[config.mk]
export PLATFORM = sky130hd
export DESIGN_NAME = pcm_channel_remix_convert_core
export DESIGN_NICKNAME = d
export VERILOG_FILES = /design/src/rtl/core/pcrc_pkg.sv /design/src/rtl/core/pcrc_front.sv /design/src/rtl/core/pcrc_queue.sv /design/src/rtl/core/pcrc_back.sv /design/src/rtl/core/pcm_channel_remix_convert_core.sv
export VERILOG_INCLUDE_DIRS = /design/src /design/src/rtl/core
export SDC_FILE = /design/constraint.sdc
export NUM_CORES = 2
export LEC_CHECK = 0
export BUFFER_PORTS_ARGS = -buffer_cell sky130_fd_sc_hd__buf_2
export CORE_UTILIZATION = 50
export CTS_CLUSTER_DIAMETER = 80
export DETAILED_ROUTE_END_ITERATION = 8
export MAX_ROUTING_LAYER = met4
export PLACE_DENSITY = 0.64
export SYNTH_ARGS = -nofsm -noshare
export SYNTH_HDL_FRONTEND = slang
export SYNTH_SLANG_ARGS = --single-unit
[constraint.sdc]
create_clock -name clk -period 14.4 [get_ports clk]
set_clock_uncertainty 0.1 [all_clocks]
set_input_delay 2.88 -clock clk [delete_from_list [all_inputs] [get_ports clk]]
set_output_delay 2.88 -clock clk [all_outputs]
set_load 0.05 [all_outputs]
[src/rtl/core/assert_macros.svh]
// assertion macros shared by the pcm remix core
`ifndef ASSERT_MACROS_SVH
`define ASSERT_MACROS_SVH
`ifndef SYNTHESIS
`define ASSERT_CLK(lbl, clk, rst, prop) \
  lbl: assert property (@(posedge clk) disable iff (rst) prop) \
    else $error("assertion failed: property violated");
`define ASSERT_NEVER(lbl, clk, rst, cond) \
  lbl: assert property (@(posedge clk) disable iff (rst) !(cond)) \
    else $error("assertion failed: forbidden condition seen");
`else
`define ASSERT_CLK(lbl, clk, rst, prop)
`define ASSERT_NEVER(lbl, clk, rst, cond)
`endif
`endif

[src/rtl/core/pcrc_pkg.sv]
// types, codes and helper functions of the pcm remix and convert core
package pcrc_pkg;

  localparam int MAX_CHANNELS = 6;
  localparam int RAW_W        = 32;
  localparam int SAMPLE_W     = 30;
  localparam int QUEUE_DEPTH  = 4;   // power of two, pointers wrap naturally
  localparam int PTR_W        = $clog2(QUEUE_DEPTH);

  // source formats
  localparam logic [1:0] SRC_U8  = 2'd0;
  localparam logic [1:0] SRC_S16 = 2'd1;
  localparam logic [1:0] SRC_S24 = 2'd2;
  localparam logic [1:0] SRC_S32 = 2'd3;

  // destination formats
  localparam logic [2:0] DST_U8  = 3'd0;
  localparam logic [2:0] DST_S16 = 3'd1;
  localparam logic [2:0] DST_S24 = 3'd2;
  localparam logic [2:0] DST_S32 = 3'd3;
  localparam logic [2:0] DST_F32 = 3'd4;

  // output layouts
  localparam logic [3:0] MODE_MONO    = 4'd0;
  localparam logic [3:0] MODE_STEREO  = 4'd1;
  localparam logic [3:0] MODE_2_1     = 4'd2;
  localparam logic [3:0] MODE_3_0     = 4'd3;
  localparam logic [3:0] MODE_3_1     = 4'd4;
  localparam logic [3:0] MODE_SUR_3_0 = 4'd5;
  localparam logic [3:0] MODE_SUR_3_1 = 4'd6;
  localparam logic [3:0] MODE_SUR_4_0 = 4'd7;
  localparam logic [3:0] MODE_SUR_4_1 = 4'd8;
  localparam logic [3:0] MODE_3F1R_0  = 4'd9;
  localparam logic [3:0] MODE_3F1R_1  = 4'd10;
  localparam logic [3:0] MODE_SUR_5_0 = 4'd11;
  localparam logic [3:0] MODE_SUR_5_1 = 4'd12;

  // configuration register indexes
  localparam logic [2:0] CFG_SRC_FMT  = 3'd0;
  localparam logic [2:0] CFG_SRC_CH   = 3'd1;
  localparam logic [2:0] CFG_DST_FMT  = 3'd2;
  localparam logic [2:0] CFG_DST_MODE = 3'd3;

  // output positions
  localparam logic [2:0] POS_LEFT   = 3'd0;
  localparam logic [2:0] POS_CENTRE = 3'd1;
  localparam logic [2:0] POS_RIGHT  = 3'd2;
  localparam logic [2:0] POS_REAR_L = 3'd3;
  localparam logic [2:0] POS_REAR_R = 3'd4;
  localparam logic [2:0] POS_LFE    = 3'd5;

  // one-hot channel selects into the widened frame
  localparam logic [MAX_CHANNELS-1:0] M_NONE = 6'b000000;
  localparam logic [MAX_CHANNELS-1:0] M_L    = 6'b000001;
  localparam logic [MAX_CHANNELS-1:0] M_C    = 6'b000010;
  localparam logic [MAX_CHANNELS-1:0] M_R    = 6'b000100;
  localparam logic [MAX_CHANNELS-1:0] M_RL   = 6'b001000;
  localparam logic [MAX_CHANNELS-1:0] M_RR   = 6'b010000;
  localparam logic [MAX_CHANNELS-1:0] M_LFE  = 6'b100000;

  // slot indexes of the widened frame
  localparam int CH_L   = 0;
  localparam int CH_C   = 1;
  localparam int CH_R   = 2;
  localparam int CH_RL  = 3;
  localparam int CH_RR  = 4;
  localparam int CH_LFE = 5;

  typedef logic signed [SAMPLE_W-1:0] sample_t;

  localparam sample_t SAT_MAX = 30'h1FFF_FFFF;
  localparam sample_t SAT_MIN = 30'h2000_0000;

  localparam logic [7:0] FLT_EXP_OFS = 8'd98;  // 127 bias minus the 29-bit scale

  typedef struct packed {
    logic [1:0] src_fmt;
    logic [2:0] src_ch;
    logic [2:0] dst_fmt;
    logic [3:0] dst_mode;
  } cfg_t;

  // one output sample: sat(asr(pa + pb + fold(qa * (1 + qdbl) + qb + qc), half))
  typedef struct packed {
    logic [2:0]              pos;
    logic [MAX_CHANNELS-1:0] pa;
    logic [MAX_CHANNELS-1:0] pb;
    logic [MAX_CHANNELS-1:0] qa;
    logic [MAX_CHANNELS-1:0] qb;
    logic [MAX_CHANNELS-1:0] qc;
    logic                    qdbl;
    logic                    half;
  } slot_t;

  typedef struct packed {
    slot_t [MAX_CHANNELS-1:0] s;
    logic  [2:0]              n;
  } plan_t;

  typedef struct packed {
    sample_t    value;
    logic [2:0] pos;
    logic       last;
    logic       blk;
  } qitem_t;

  function automatic sample_t widen(logic [RAW_W-1:0] raw, logic [1:0] fmt);
    sample_t v;
    case (fmt)
      SRC_U8:  v = {~raw[7], raw[6:0], 22'd0};
      SRC_S16: v = {raw[15:0], 14'd0};
      SRC_S24: v = {raw[23:0], 6'd0};
      SRC_S32: v = raw[31:2];
      default: v = raw[31:2];
    endcase
    return v;
  endfunction

  function automatic logic [2:0] clamp_channels(logic [2:0] src_ch);
    logic [2:0] sc;
    if (src_ch == 3'd0) sc = 3'd1;
    else if (src_ch == 3'd7) sc = 3'd6;
    else sc = src_ch;
    return sc;
  endfunction

  function automatic slot_t mk_slot(logic [2:0] pos, logic [MAX_CHANNELS-1:0] pa,
                                    logic [MAX_CHANNELS-1:0] pb,
                                    logic [MAX_CHANNELS-1:0] qa,
                                    logic [MAX_CHANNELS-1:0] qb,
                                    logic [MAX_CHANNELS-1:0] qc,
                                    logic qdbl, logic half);
    slot_t sl;
    sl.pos  = pos;
    sl.pa   = pa;
    sl.pb   = pb;
    sl.qa   = qa;
    sl.qb   = qb;
    sl.qc   = qc;
    sl.qdbl = qdbl;
    sl.half = half;
    return sl;
  endfunction

  // list of output samples for a channel count and layout
  function automatic plan_t make_plan(logic [2:0] src_ch, logic [3:0] dst_mode);
    plan_t      pl;
    logic [2:0] sc;
    logic [3:0] dm;
    logic       centre;
    logic       lfe;
    logic [1:0] rears;
    slot_t      mid;
    logic [2:0] n;
    sc = clamp_channels(src_ch);
    dm = (dst_mode > MODE_SUR_5_1) ? MODE_SUR_5_1 : dst_mode;
    for (int i = 0; i < MAX_CHANNELS; i++) begin
      pl.s[i] = mk_slot(POS_LEFT, M_NONE, M_NONE, M_NONE, M_NONE, M_NONE, 1'b0, 1'b0);
    end
    n = 3'd0;
    centre = 1'b0;
    lfe = 1'b0;
    rears = 2'd0;
    mid = mk_slot(POS_CENTRE, M_C, M_NONE, M_NONE, M_NONE, M_NONE, 1'b0, 1'b0);
    if (dm == MODE_MONO) begin
      // absent channels are zero, so the fold vanishes for small sources
      pl.s[0] = mk_slot(POS_LEFT, M_L, M_R, M_C, M_RL, M_RR, 1'b1, 1'b1);
      n = 3'd1;
    end else if (dm <= MODE_2_1) begin
      pl.s[0] = mk_slot(POS_LEFT, M_L, M_NONE, M_C, M_RL, M_NONE, 1'b0, 1'b0);
      pl.s[1] = mk_slot(POS_RIGHT, M_R, M_NONE, M_C, M_RR, M_NONE, 1'b0, 1'b0);
      n = 3'd2;
      if (dm == MODE_2_1) begin
        pl.s[2] = mk_slot(POS_LFE, M_LFE, M_NONE, M_NONE, M_NONE, M_NONE, 1'b0, 1'b0);
        n = 3'd3;
      end
    end else begin
      centre = (dm == MODE_3_0) || (dm == MODE_3_1) || (dm >= MODE_3F1R_0);
      lfe    = (dm >= MODE_3_1) && !dm[0];
      if (dm <= MODE_3_1) rears = 2'd0;
      else if ((dm == MODE_SUR_3_0) || (dm == MODE_SUR_3_1) ||
               (dm == MODE_3F1R_0) || (dm == MODE_3F1R_1)) rears = 2'd1;
      else rears = 2'd2;
      if ((sc == 3'd2) || (sc == 3'd4)) begin
        mid = mk_slot(POS_CENTRE, M_L, M_R, M_NONE, M_NONE, M_NONE, 1'b0, 1'b1);
      end
      if (rears == 2'd0) begin
        pl.s[0] = mk_slot(POS_LEFT, M_L, M_NONE, M_RL, M_NONE, M_NONE, 1'b0, 1'b0);
        pl.s[1] = mid;
        pl.s[2] = mk_slot(POS_RIGHT, M_R, M_NONE, M_RR, M_NONE, M_NONE, 1'b0, 1'b0);
        n = 3'd3;
      end else if (centre) begin
        pl.s[0] = mk_slot(POS_LEFT, M_L, M_NONE, M_NONE, M_NONE, M_NONE, 1'b0, 1'b0);
        pl.s[1] = mid;
        pl.s[2] = mk_slot(POS_RIGHT, M_R, M_NONE, M_NONE, M_NONE, M_NONE, 1'b0, 1'b0);
        n = 3'd3;
      end else begin
        pl.s[0] = mk_slot(POS_LEFT, M_L, M_NONE, M_C, M_NONE, M_NONE, 1'b0, 1'b0);
        pl.s[1] = mk_slot(POS_RIGHT, M_R, M_NONE, M_C, M_NONE, M_NONE, 1'b0, 1'b0);
        n = 3'd2;
      end
      if (rears == 2'd1) begin
        pl.s[n] = mk_slot(POS_REAR_L, M_RL, M_RR, M_NONE, M_NONE, M_NONE, 1'b0, 1'b1);
        n = n + 3'd1;
      end else if (rears == 2'd2) begin
        pl.s[n] = mk_slot(POS_REAR_L, M_RL, M_NONE, M_NONE, M_NONE, M_NONE, 1'b0, 1'b0);
        n = n + 3'd1;
        pl.s[n] = mk_slot(POS_REAR_R, M_RR, M_NONE, M_NONE, M_NONE, M_NONE, 1'b0, 1'b0);
        n = n + 3'd1;
      end
      if (lfe) begin
        pl.s[n] = mk_slot(POS_LFE, M_LFE, M_NONE, M_NONE, M_NONE, M_NONE, 1'b0, 1'b0);
        n = n + 3'd1;
      end
    end
    pl.n = n;
    return pl;
  endfunction

endpackage

[src/rtl/core/pcrc_front.sv]
// front end: takes frames, widens, mixes one sample per cycle unless q_full
`include "assert_macros.svh"

module pcrc_front (
  input  logic                                  clk,
  input  logic                                  rst,
  input  pcrc_pkg::cfg_t                        cfg,
  input  logic                                  s_tvalid,
  output logic                                  s_tready,
  // chan0_raw [31:0], chan1_raw, ... chan5_raw [191:160]
  input  logic [pcrc_pkg::MAX_CHANNELS*pcrc_pkg::RAW_W-1:0] s_tdata,
  input  logic                                  s_tlast,
  output logic                                  push,
  output pcrc_pkg::qitem_t                      push_item,
  input  logic                                  q_full
);

  pcrc_pkg::sample_t wide   [pcrc_pkg::MAX_CHANNELS];
  pcrc_pkg::sample_t mapped [pcrc_pkg::MAX_CHANNELS];
  pcrc_pkg::sample_t ch     [pcrc_pkg::MAX_CHANNELS];
  logic              fr_valid;
  logic              fr_blk;
  logic [2:0]        k;
  logic [2:0]        sc;

  pcrc_pkg::plan_t   plan;
  pcrc_pkg::slot_t   slot;
  logic              en;
  logic              issue;
  logic              last_slot;
  logic              accept;

  pcrc_pkg::sample_t pa_v, pb_v, qa_v, qb_v, qc_v;
  logic signed [30:0] p_sum;
  logic signed [32:0] qa_x;
  logic signed [32:0] q_sum;

  logic               r1_valid;
  logic signed [30:0] r1_p;
  logic signed [32:0] r1_q;
  logic               r1_half;
  logic [2:0]         r1_pos;
  logic               r1_last;
  logic               r1_blk;

  logic               r2_valid;
  logic signed [30:0] r2_p;
  logic signed [32:0] r2_f;
  logic               r2_half;
  logic [2:0]         r2_pos;
  logic               r2_last;
  logic               r2_blk;

  logic signed [33:0] sum;
  logic signed [33:0] scaled;
  pcrc_pkg::sample_t  sat_val;

  // input channel layout onto L C R RL RR LFE
  always_comb begin
    sc = pcrc_pkg::clamp_channels(cfg.src_ch);
    for (int i = 0; i < pcrc_pkg::MAX_CHANNELS; i++) begin
      wide[i]   = pcrc_pkg::widen(s_tdata[i*pcrc_pkg::RAW_W +: pcrc_pkg::RAW_W], cfg.src_fmt);
      mapped[i] = '0;
    end
    case (sc)
      3'd1: begin
        mapped[pcrc_pkg::CH_L] = wide[0];
        mapped[pcrc_pkg::CH_R] = wide[0];
      end
      3'd2: begin
        mapped[pcrc_pkg::CH_L] = wide[0];
        mapped[pcrc_pkg::CH_R] = wide[1];
      end
      3'd3: begin
        mapped[pcrc_pkg::CH_L] = wide[0];
        mapped[pcrc_pkg::CH_C] = wide[1];
        mapped[pcrc_pkg::CH_R] = wide[2];
      end
      3'd4: begin
        mapped[pcrc_pkg::CH_L]  = wide[0];
        mapped[pcrc_pkg::CH_R]  = wide[1];
        mapped[pcrc_pkg::CH_RL] = wide[2];
        mapped[pcrc_pkg::CH_RR] = wide[3];
      end
      3'd5: begin
        for (int i = 0; i < 5; i++) mapped[i] = wide[i];
      end
      default: begin
        for (int i = 0; i < pcrc_pkg::MAX_CHANNELS; i++) mapped[i] = wide[i];
      end
    endcase
  end

  always_comb begin
    plan      = pcrc_pkg::make_plan(cfg.src_ch, cfg.dst_mode);
    slot      = plan.s[k];
    en        = !r2_valid || !q_full;
    issue     = fr_valid && en;
    last_slot = (k == (plan.n - 3'd1));
    s_tready  = !fr_valid || (issue && last_slot);
    accept    = s_tvalid && s_tready;
  end

  always_ff @(posedge clk) begin
    if (rst) begin
      fr_valid <= 1'b0;
      k        <= '0;
    end else if (accept) begin
      fr_valid <= 1'b1;
      k        <= '0;
    end else if (issue) begin
      if (last_slot) fr_valid <= 1'b0;
      else k <= k + 3'd1;
    end
  end

  always_ff @(posedge clk) begin
    if (accept) begin
      ch     <= mapped;
      fr_blk <= s_tlast;
    end
  end

  // operand pick by and-or over the one-hot selects
  always_comb begin
    pa_v = '0;
    pb_v = '0;
    qa_v = '0;
    qb_v = '0;
    qc_v = '0;
    for (int i = 0; i < pcrc_pkg::MAX_CHANNELS; i++) begin
      pa_v = pa_v | (slot.pa[i] ? ch[i] : '0);
      pb_v = pb_v | (slot.pb[i] ? ch[i] : '0);
      qa_v = qa_v | (slot.qa[i] ? ch[i] : '0);
      qb_v = qb_v | (slot.qb[i] ? ch[i] : '0);
      qc_v = qc_v | (slot.qc[i] ? ch[i] : '0);
    end
    p_sum = 31'(pa_v) + 31'(pb_v);
    qa_x  = slot.qdbl ? (33'(qa_v) <<< 1) : 33'(qa_v);
    q_sum = qa_x + 33'(qb_v) + 33'(qc_v);
  end

  always_ff @(posedge clk) begin
    if (rst) begin
      r1_valid <= 1'b0;
      r2_valid <= 1'b0;
    end else if (en) begin
      r1_valid <= issue;
      r2_valid <= r1_valid;
    end
  end

  always_ff @(posedge clk) begin
    if (en) begin
      r1_p    <= p_sum;
      r1_q    <= q_sum;
      r1_half <= slot.half;
      r1_pos  <= slot.pos;
      r1_last <= last_slot;
      r1_blk  <= last_slot && fr_blk;
      // fold at 0.75 gain
      r2_f    <= r1_q - (r1_q >>> 2);
      r2_p    <= r1_p;
      r2_half <= r1_half;
      r2_pos  <= r1_pos;
      r2_last <= r1_last;
      r2_blk  <= r1_blk;
    end
  end

  always_comb begin
    sum    = 34'(r2_p) + 34'(r2_f);
    scaled = r2_half ? (sum >>> 1) : sum;
    if ((scaled[33:29] == 5'b00000) || (scaled[33:29] == 5'b11111)) begin
      sat_val = scaled[29:0];
    end else begin
      sat_val = scaled[33] ? pcrc_pkg::SAT_MIN : pcrc_pkg::SAT_MAX;
    end
    push            = r2_valid && !q_full;
    push_item.value = sat_val;
    push_item.pos   = r2_pos;
    push_item.last  = r2_last;
    push_item.blk   = r2_blk;
  end

  `ASSERT_CLK(a_k_in_plan, clk, rst, fr_valid |-> (k < plan.n))
  `ASSERT_CLK(a_accept_loads, clk, rst, (s_tvalid && s_tready) |=> (fr_valid && (k == 3'd0)))
  `ASSERT_CLK(a_stall_holds, clk, rst, (r2_valid && q_full) |=> r2_valid)

endmodule

[src/rtl/core/pcrc_queue.sv]
// short sample queue between the mixing front end and the encoder
`include "assert_macros.svh"

module pcrc_queue (
  input  logic             clk,
  input  logic             rst,
  input  logic             push,
  input  pcrc_pkg::qitem_t push_item,
  output logic             full,
  input  logic             pop,
  output pcrc_pkg::qitem_t pop_item,
  output logic             empty
);

  pcrc_pkg::qitem_t              entries [pcrc_pkg::QUEUE_DEPTH];
  logic [pcrc_pkg::PTR_W-1:0]    wr_ptr;
  logic [pcrc_pkg::PTR_W-1:0]    rd_ptr;
  logic [pcrc_pkg::PTR_W:0]      count;

  always_comb begin
    full     = (count == (pcrc_pkg::PTR_W+1)'(pcrc_pkg::QUEUE_DEPTH));
    empty    = (count == '0);
    pop_item = entries[rd_ptr];
  end

  always_ff @(posedge clk) begin
    if (rst) begin
      wr_ptr <= '0;
      rd_ptr <= '0;
      count  <= '0;
    end else begin
      if (push) wr_ptr <= wr_ptr + 1'b1;
      if (pop) rd_ptr <= rd_ptr + 1'b1;
      if (push && !pop) count <= count + 1'b1;
      else if (pop && !push) count <= count - 1'b1;
    end
  end

  always_ff @(posedge clk) begin
    if (push) entries[wr_ptr] <= push_item;
  end

  `ASSERT_NEVER(a_no_overflow, clk, rst, push && full)
  `ASSERT_NEVER(a_no_underflow, clk, rst, pop && empty)
  `ASSERT_CLK(a_count_up, clk, rst, (push && !pop) |=> (count == ($past(count) + 1'b1)))

endmodule

[src/rtl/core/pcrc_back.sv]
// back end: encodes samples to the output format, float path pipelined
module pcrc_back (
  input  logic             clk,
  input  logic             rst,
  input  logic [2:0]       dst_fmt,
  input  logic             empty,
  output logic             pop,
  input  pcrc_pkg::qitem_t pop_item,
  output logic             m_tvalid,
  input  logic             m_tready,
  output logic [31:0]      m_tdata,   // out_sample [31:0]
  output logic [3:0]       m_tuser,   // position [2:0], block_end [3]
  output logic             m_tlast
);

  localparam int LZ_STEPS = 5;

  logic              en;
  pcrc_pkg::sample_t v;
  logic [29:0]       mag;
  logic [31:0]       fixed_code;

  logic        b1_valid, b2_valid, b3_valid;
  logic [29:0] b1_mag, b2_mag, b3_nm;
  logic        b1_sign, b2_sign, b3_sign;
  logic        b1_zero, b2_zero, b3_zero;
  logic [31:0] b1_fixed, b2_fixed, b3_fixed;
  logic [2:0]  b1_pos, b2_pos, b3_pos;
  logic        b1_last, b2_last, b3_last;
  logic        b1_blk, b2_blk, b3_blk;
  logic [4:0]  b2_p, b3_p;

  logic [31:0] lz_x;
  logic [4:0]  lz_p;
  logic [4:0]  lz_sh;

  logic        rnd_up;
  logic [24:0] mant;
  logic [7:0]  fexp;
  logic [22:0] frac;
  logic [31:0] float_code;

  always_comb begin
    en  = !m_tvalid || m_tready;
    pop = en && !empty;
    v   = pop_item.value;
    mag = v[29] ? (~v + 30'd1) : v;
    case (dst_fmt)
      pcrc_pkg::DST_U8:  fixed_code = {24'd0, ~v[29], v[28:22]};
      pcrc_pkg::DST_S16: fixed_code = {16'd0, v[29:14]};
      pcrc_pkg::DST_S24: fixed_code = {8'd0, v[29:6]};
      pcrc_pkg::DST_S32: fixed_code = {v, 2'b00};
      default:           fixed_code = '0;
    endcase
  end

  // highest set bit by halving search
  always_comb begin
    lz_x = {2'b00, b1_mag};
    lz_p = '0;
    for (int i = 0; i < LZ_STEPS; i++) begin
      lz_sh = 5'd16 >> i;
      if ((lz_x >> lz_sh) != '0) begin
        lz_p = lz_p + lz_sh;
        lz_x = lz_x >> lz_sh;
      end
    end
  end

  // round to nearest even on the 24-bit significand
  always_comb begin
    rnd_up = b3_nm[5] && ((|b3_nm[4:0]) || b3_nm[6]);
    mant   = {1'b0, b3_nm[29:6]} + 25'(rnd_up);
    fexp   = 8'(b3_p) + pcrc_pkg::FLT_EXP_OFS + 8'(mant[24]);
    frac   = mant[24] ? 23'd0 : mant[22:0];
    float_code = b3_zero ? 32'd0 : {b3_sign, fexp, frac};
  end

  always_ff @(posedge clk) begin
    if (rst) begin
      b1_valid <= 1'b0;
      b2_valid <= 1'b0;
      b3_valid <= 1'b0;
      m_tvalid <= 1'b0;
    end else if (en) begin
      b1_valid <= pop;
      b2_valid <= b1_valid;
      b3_valid <= b2_valid;
      m_tvalid <= b3_valid;
    end
  end

  always_ff @(posedge clk) begin
    if (en) begin
      b1_mag   <= mag;
      b1_sign  <= v[29];
      b1_zero  <= (v == '0);
      b1_fixed <= fixed_code;
      b1_pos   <= pop_item.pos;
      b1_last  <= pop_item.last;
      b1_blk   <= pop_item.blk;

      b2_mag   <= b1_mag;
      b2_p     <= lz_p;
      b2_sign  <= b1_sign;
      b2_zero  <= b1_zero;
      b2_fixed <= b1_fixed;
      b2_pos   <= b1_pos;
      b2_last  <= b1_last;
      b2_blk   <= b1_blk;

      b3_nm    <= b2_mag << (5'd29 - b2_p);
      b3_p     <= b2_p;
      b3_sign  <= b2_sign;
      b3_zero  <= b2_zero;
      b3_fixed <= b2_fixed;
      b3_pos   <= b2_pos;
      b3_last  <= b2_last;
      b3_blk   <= b2_blk;

      m_tdata  <= (dst_fmt == pcrc_pkg::DST_F32) ? float_code : b3_fixed;
      m_tuser  <= {b3_blk, b3_pos};
      m_tlast  <= b3_last;
    end
  end

endmodule

[src/rtl/core/pcm_channel_remix_convert_core.sv]
// top level of the pcm sample format conversion and channel remix core
//
// s_* carries one input frame per beat: six raw channel words and the block
// end marker on s_tlast. m_* carries one output sample per beat in the order
// left, centre, right, rears, lfe; m_tlast marks the frame's last sample and
// m_tuser holds its position and the block end flag.
// cfg_* writes the four setup registers (format, channel count, output
// format, output layout); cfg_ready is always high. Write them only while
// the core is idle.
// A frame giving n output samples (1 to 6, set by the layout) occupies the
// sample issue port until its last sample issues, when the next frame can
// be taken; samples leave at one per cycle while m_tready is high. The
// first sample of a frame passes three mixing stages, the queue, and three
// encoder stages ahead of the output register.
// Reset empties the pipeline and queue and loads s16 stereo in and out.
// When m_tready is low the encoder holds, the queue fills and the front end
// then stops taking frames; nothing is dropped.
module pcm_channel_remix_convert_core (
  input  logic         clk,
  input  logic         rst,
  input  logic         s_tvalid,
  output logic         s_tready,
  // chan0_raw [31:0], chan1_raw [63:32], chan2_raw [95:64],
  // chan3_raw [127:96], chan4_raw [159:128], chan5_raw [191:160]
  input  logic [191:0] s_tdata,
  input  logic         s_tlast,
  output logic         m_tvalid,
  input  logic         m_tready,
  output logic [31:0]  m_tdata,   // out_sample [31:0]
  output logic [3:0]   m_tuser,   // position [2:0], block_end [3]
  output logic         m_tlast,
  input  logic         cfg_valid,
  output logic         cfg_ready,
  input  logic [2:0]   cfg_index,
  input  logic [3:0]   cfg_data
);

  pcrc_pkg::cfg_t   cfg;
  logic             push;
  pcrc_pkg::qitem_t push_item;
  logic             q_full;
  logic             pop;
  pcrc_pkg::qitem_t pop_item;
  logic             q_empty;

  assign cfg_ready = 1'b1;

  always_ff @(posedge clk) begin
    if (rst) begin
      cfg.src_fmt  <= pcrc_pkg::SRC_S16;
      cfg.src_ch   <= 3'd2;
      cfg.dst_fmt  <= pcrc_pkg::DST_S16;
      cfg.dst_mode <= pcrc_pkg::MODE_STEREO;
    end else if (cfg_valid) begin
      case (cfg_index)
        pcrc_pkg::CFG_SRC_FMT:  cfg.src_fmt  <= cfg_data[1:0];
        pcrc_pkg::CFG_SRC_CH:   cfg.src_ch   <= cfg_data[2:0];
        pcrc_pkg::CFG_DST_FMT:  cfg.dst_fmt  <= cfg_data[2:0];
        pcrc_pkg::CFG_DST_MODE: cfg.dst_mode <= cfg_data;
        default: ;
      endcase
    end
  end

  pcrc_front u_front (
    .clk       (clk),
    .rst       (rst),
    .cfg       (cfg),
    .s_tvalid  (s_tvalid),
    .s_tready  (s_tready),
    .s_tdata   (s_tdata),
    .s_tlast   (s_tlast),
    .push      (push),
    .push_item (push_item),
    .q_full    (q_full)
  );

  pcrc_queue u_queue (
    .clk       (clk),
    .rst       (rst),
    .push      (push),
    .push_item (push_item),
    .full      (q_full),
    .pop       (pop),
    .pop_item  (pop_item),
    .empty     (q_empty)
  );

  pcrc_back u_back (
    .clk      (clk),
    .rst      (rst),
    .dst_fmt  (cfg.dst_fmt),
    .empty    (q_empty),
    .pop      (pop),
    .pop_item (pop_item),
    .m_tvalid (m_tvalid),
    .m_tready (m_tready),
    .m_tdata  (m_tdata),
    .m_tuser  (m_tuser),
    .m_tlast  (m_tlast)
  );

endmodule
==> flow_summary_export.csv <==
group,metric,value,unit
pwr,power.leakage,19.45,nW
pwr,powerDensity,200.7,mW/mm^2
detailed_routing,drt_first_iter_violations,2587,
worst_setup_path,setup.reg_to_reg.worst_slack,7.09,ns
clock_tree,postCtsSetupBuffers,0,
grt,pin_count_of_the_biggest_net_entering_global_routing,115,
finish,finish.utilization,56.67,%
min_path,min_delay_worst_endpoint,"u_back.b2_fixed[17]$_DFFE_PP_",
clock_tree,cts_hold_buf,0,
place,gp_congestion,1.017,
floorplan,floorplan.die.width,293.0,microns
finish,finish.cell_count_without_fillers,5173,
synth,synthesis.yosys.warnings,0,
finish,fill_cells,7136,
synth,synth_area,0.04233,sq mm
worst_setup_path,cp.required,11.42,ns
place,placed_cell_area,0.04477,sq mm
clock_tree,clock_root_cell,"sky130_fd_sc_hd__clkbuf_16",
floorplan,floorplan.die_area,0.08584,sq mm
floorplan,floorplan.initialDensity,50.59,%
worst_setup_path,timing.critical_path.cells,"nor2_1, nand3b_1, ha_1, inv_1, nor2_1, o22ai_1, a22o_1, ha_1, xor2_1, xnor2_1, xnor2_1, or3_1, o21ai_0, buf_2",
worst_setup_path,start_kind,"flip-flop",
clock_tree,ctsHtreeMaxLevel,3,
timing,timing.final.crit_share,52.64,%
timing,fin_tns_setup,0,ns
worst_setup_path,regToRegEndpoint,"u_front.r1_q[30]$_DFFE_PP_",
finish,final_common_cell,"sky130_fd_sc_hd__edfxtp_1",
finish,register_area,0.02210,sq mm
worst_setup_path,cp_data_arrival_time,4.60,ns
worst_setup_path,crit_fanout,21,
worst_setup_path,cp_top_family,"simple AND/OR/NAND/NOR gates",
synth,post_synthesis_area_per_instance,11.18,sq um
detailed_routing,routed_wire_length_per_instance,22.49,microns
finish,multi_input_area,0.01918,sq mm
timing,grt_setup_unrepaired,"false",
synth,synth-seq-cells,746,
place,port_buffers,243,
pwr,internal_power_of_the_cells,5.998,mW
grt,globalRouteOverflowTotal,0,
worst_setup_path,ff2ff_path_depth,25,
synth,post_synth_inst_count,3788,
synth,synthDistinctLibCells,80,
detailed_routing,num_vias,30470,
worst_setup_path,setup.worst_path.class,"flip-flop to output pin",
timing,report.final.slew_viol_count,0,
finish,postLayoutCellArea,0.04743,sq mm
pwr,power.ir.vdd_worst,120.9,uV
worst_setup_path,cp-end-kind,"output pin",
finish,final_cell_mix,"sky130_fd_sc_hd__edfxtp_1, sky130_fd_sc_hd__nand2_1, sky130_fd_sc_hd__nor2_1",
clock_tree,clock_sink_count,746,
clock_tree,tritoncts,"done",
worst_setup_path,critical_path_buf_inv_count,2,
grt,global_route.usage.total,27.76,%
detailed_routing,ant_nets,0,
pwr,switching_share,36.98,%
synth,synth_flop_cell,"sky130_fd_sc_hd__edfxtp_1",
min_path,worst_hold_path_type,"flip-flop to flip-flop",
timing,setup_viol_count_final,0,
grt,antenna_found_initial,3,
pwr,power.share.sequential,37.9,%
min_path,hp-start,"u_back.b1_fixed[17]$_SDFFCE_PN0P_",
clock_tree,post_cts_resize_count,0,
grt,grt_first_pass_wirelength,176800,microns
clock_tree,tritoncts.num_buffers,80,
detailed_routing,drc,0,
timing,holdWs,0.3006,ns
finish,syn_to_final_growth,12.03,%
grt,via_count_of_the_first_global_routing_pass,30020,
timing,final-hold-violation-count,0,
synth,synth-edff-count,715,
detailed_routing,detailedRoute.firstPassIterationCount,8,
detailed_routing,wl,116300,microns
synth,asyncSetResetFlopFracSynth,0,%
clock_tree,ctsLongestPathBuffers,3,
floorplan,rows,106,
floorplan,core_region_area,0.08369,sq mm
floorplan,i_o_pins,245,
place,placedCellCount,5025,
timing,fin_crit,7.580,ns
finish,final_net_count,4360,
worst_setup_path,cpPeakStageDelay,0.80,ns
finish,post_route_cells_drive_above_1_share,14.05,%
pwr,netSwitchingPower,3.520,mW
status,run_status,"completed",
min_path,whs_path_depth,0,
synth,mappedNetlistNets,4175,
worst_setup_path,cpMaxStageDelayCell,"sky130_fd_sc_hd__dfxtp_1",
timing,transition_at_the_pin_with_the_smallest_max_transition_slack,1.222,ns
synth,synth.yosys.seq_area_share,52.18,%
clock_tree,clk_pin_slew_worst_paths,0.06,ns
timing,fmaxAchievable,0.1319,GHz
worst_setup_path,crit-reg2reg-launch,"cfg[3]$_SDFFE_PP0P_",
pwr,power.share.clock,21.5,%
place,dpl.hpwl,89880,microns
job,cap_violations,0,
pwr,combinationalPowerShare,40.6,%
detailed_routing,viasPerCell,5.889,
timing,slew_headroom,17.69,%
floorplan,chip_height,293.0,microns
clock_tree,insertion_delay,0.63,ns
per-stage QoR:
stage | power (mW) | setup slack, ns
finish | 9.518 | 6.820
global route | 10.12 | 6.482
CTS | 9.574 | 6.794
detailed placement | 7.505 | 7.243
global placement | 7.450 | 7.249
floorplan | 6.443 | 4.116
how the worst max path moves through the flow:
| stage | start | end | slack [ns] | depth (start not counted) |
|---|---|---|---|---|
| 2_1_floorplan | m_tready | u_queue.count[2]$_SDFFE_PP0P_ | 4.12 | 9 |
| 6_report | cfg[3]$_SDFFE_PP0P_ | s_tready | 6.82 | 14 |
| 3_5_place_dp | cfg[3]$_SDFFE_PP0P_ | u_front.r1_q[30]$_DFFE_PP_ | 7.24 | 25 |
| 5_1_grt | cfg[3]$_SDFFE_PP0P_ | s_tready | 6.48 | 14 |
| 4_1_cts | cfg[3]$_SDFFE_PP0P_ | s_tready | 6.79 | 14 |
| 3_3_place_gp | cfg[3]$_SDFFE_PP0P_ | u_front.r1_q[30]$_DFFE_PP_ | 7.25 | 25 |
cell usage after synthesis, types with 5 or more instances:
cell	instances	area share, %
sky130_fd_sc_hd__a211o_1	5	0.10
sky130_fd_sc_hd__a211oi_1	44	0.78
sky130_fd_sc_hd__a21o_1	56	0.99
sky130_fd_sc_hd__a21oi_1	237	2.8
sky130_fd_sc_hd__a221oi_1	13	0.27
sky130_fd_sc_hd__a222oi_1	29	0.69
sky130_fd_sc_hd__a22o_1	80	1.7
sky130_fd_sc_hd__a22oi_1	107	1.9
sky130_fd_sc_hd__a311o_1	7	0.17
sky130_fd_sc_hd__a31o_2	10	0.21
sky130_fd_sc_hd__a31oi_1	15	0.22
sky130_fd_sc_hd__and2_1	41	0.61
sky130_fd_sc_hd__and3_1	88	1.3
sky130_fd_sc_hd__buf_1	28	0.25
sky130_fd_sc_hd__clkbuf_1	163	1.4
sky130_fd_sc_hd__dfxtp_1	31	1.5
sky130_fd_sc_hd__edfxtp_1	715	51
sky130_fd_sc_hd__fa_1	6	0.28
sky130_fd_sc_hd__ha_1	176	5.2
sky130_fd_sc_hd__inv_1	114	1.0
sky130_fd_sc_hd__mux2_2	57	1.5
sky130_fd_sc_hd__mux2i_1	182	4.3
sky130_fd_sc_hd__mux4_2	43	2.3
sky130_fd_sc_hd__nand2_1	399	3.5
sky130_fd_sc_hd__nand2b_1	28	0.41
sky130_fd_sc_hd__nand3_1	56	0.66
sky130_fd_sc_hd__nand4_1	36	0.53
sky130_fd_sc_hd__nor2_1	261	2.3
sky130_fd_sc_hd__nor2b_1	45	0.66
sky130_fd_sc_hd__nor3_1	48	0.57
sky130_fd_sc_hd__nor4_1	11	0.16
sky130_fd_sc_hd__o211ai_1	12	0.21
sky130_fd_sc_hd__o21a_1	32	0.57
sky130_fd_sc_hd__o21ai_0	229	2.7
sky130_fd_sc_hd__o21bai_1	34	0.60
sky130_fd_sc_hd__o22ai_1	43	0.64
sky130_fd_sc_hd__o31ai_1	16	0.28
sky130_fd_sc_hd__o41ai_1	6	0.12
sky130_fd_sc_hd__or2_2	6	0.089
sky130_fd_sc_hd__or3_1	8	0.12
sky130_fd_sc_hd__xnor2_1	128	2.6
sky130_fd_sc_hd__xor2_1	71	1.5
kinds of logic (layout without fill, tap and decap cells):
logic type / after synthesis / in the layout / synth area share, %
XOR/XNOR: 199 / 199 / 4.117
other: 1 / 5 / 0.008858
multiplexers: 282 / 282 / 8.107
buffers and inverters: 310 / 557 / 2.781
AO/OA/AOI/OAI: 1016 / 1016 / 15.76
AND/OR/NAND/NOR: 1052 / 1052 / 11.56
flip-flops: 746 / 746 / 52.18
adder cells (fa/ha/maj): 182 / 182 / 5.485
registers in the layout (all words and copies together), names as in the netlist, 4 cells and up, named ones only:
| name | flops |
|---|---|
| u_front.ch | 180 |
| u_queue.entries | 140 |
| u_front.r1_q | 33 |
| u_front.r2_f | 33 |
| u_back.b1_fixed | 32 |
| u_back.b2_fixed | 32 |
| u_back.b3_fixed | 32 |
| u_back.m_tdata | 32 |
| u_front.r1_p | 31 |
| u_front.r2_p | 31 |
| u_back.b1_mag | 30 |
| u_back.b2_mag | 30 |
| u_back.b3_nm | 30 |
| cfg | 12 |
| u_back.b2_p | 5 |
| u_back.b3_p | 5 |
| u_back.m_tuser | 4 |
metal layers:
| metal | part of all wire [%] | GRT usage [%] | wire length [microns] |
|---|---|---|---|
| met5 | 0 | - | 0 |
| met4 | 7.3 | 17.55 | 8497 |
| met3 | 5.1 | 3.275 | 5964 |
| met2 | 48 | 46.57 | 56310 |
| met1 | 39 | 31.72 | 45560 |
final cells by class:
| cell class | instances | share of cell area, % |
|---|---|---|
| timing repair buffer | 298 | 3.435 |
| multi-input combinational | 2732 | 40.45 |
| sequential | 746 | 46.60 |
| tap | 1134 | 2.992 |
| clock buffer | 95 | 4.385 |
| antenna | 4 | 0.02111 |
| inverter | 115 | 0.9366 |
| clock inverter | 49 | 1.187 |
power groups by stage:
| stage | clock network, mW | logic (mW) | registers, mW |
|---|---|---|---|
| 2_1_floorplan | 0 | 2.76 | 3.68 |
| 3_3_place_gp | 0 | 3.81 | 3.64 |
| 3_5_place_dp | 0 | 3.86 | 3.65 |
| 4_1_cts | 2.09 | 3.87 | 3.61 |
| 5_1_grt | 2.17 | 4.29 | 3.66 |
| 6_report | 2.04 | 3.87 | 3.61 |
(Power assumes the default switching activity.)
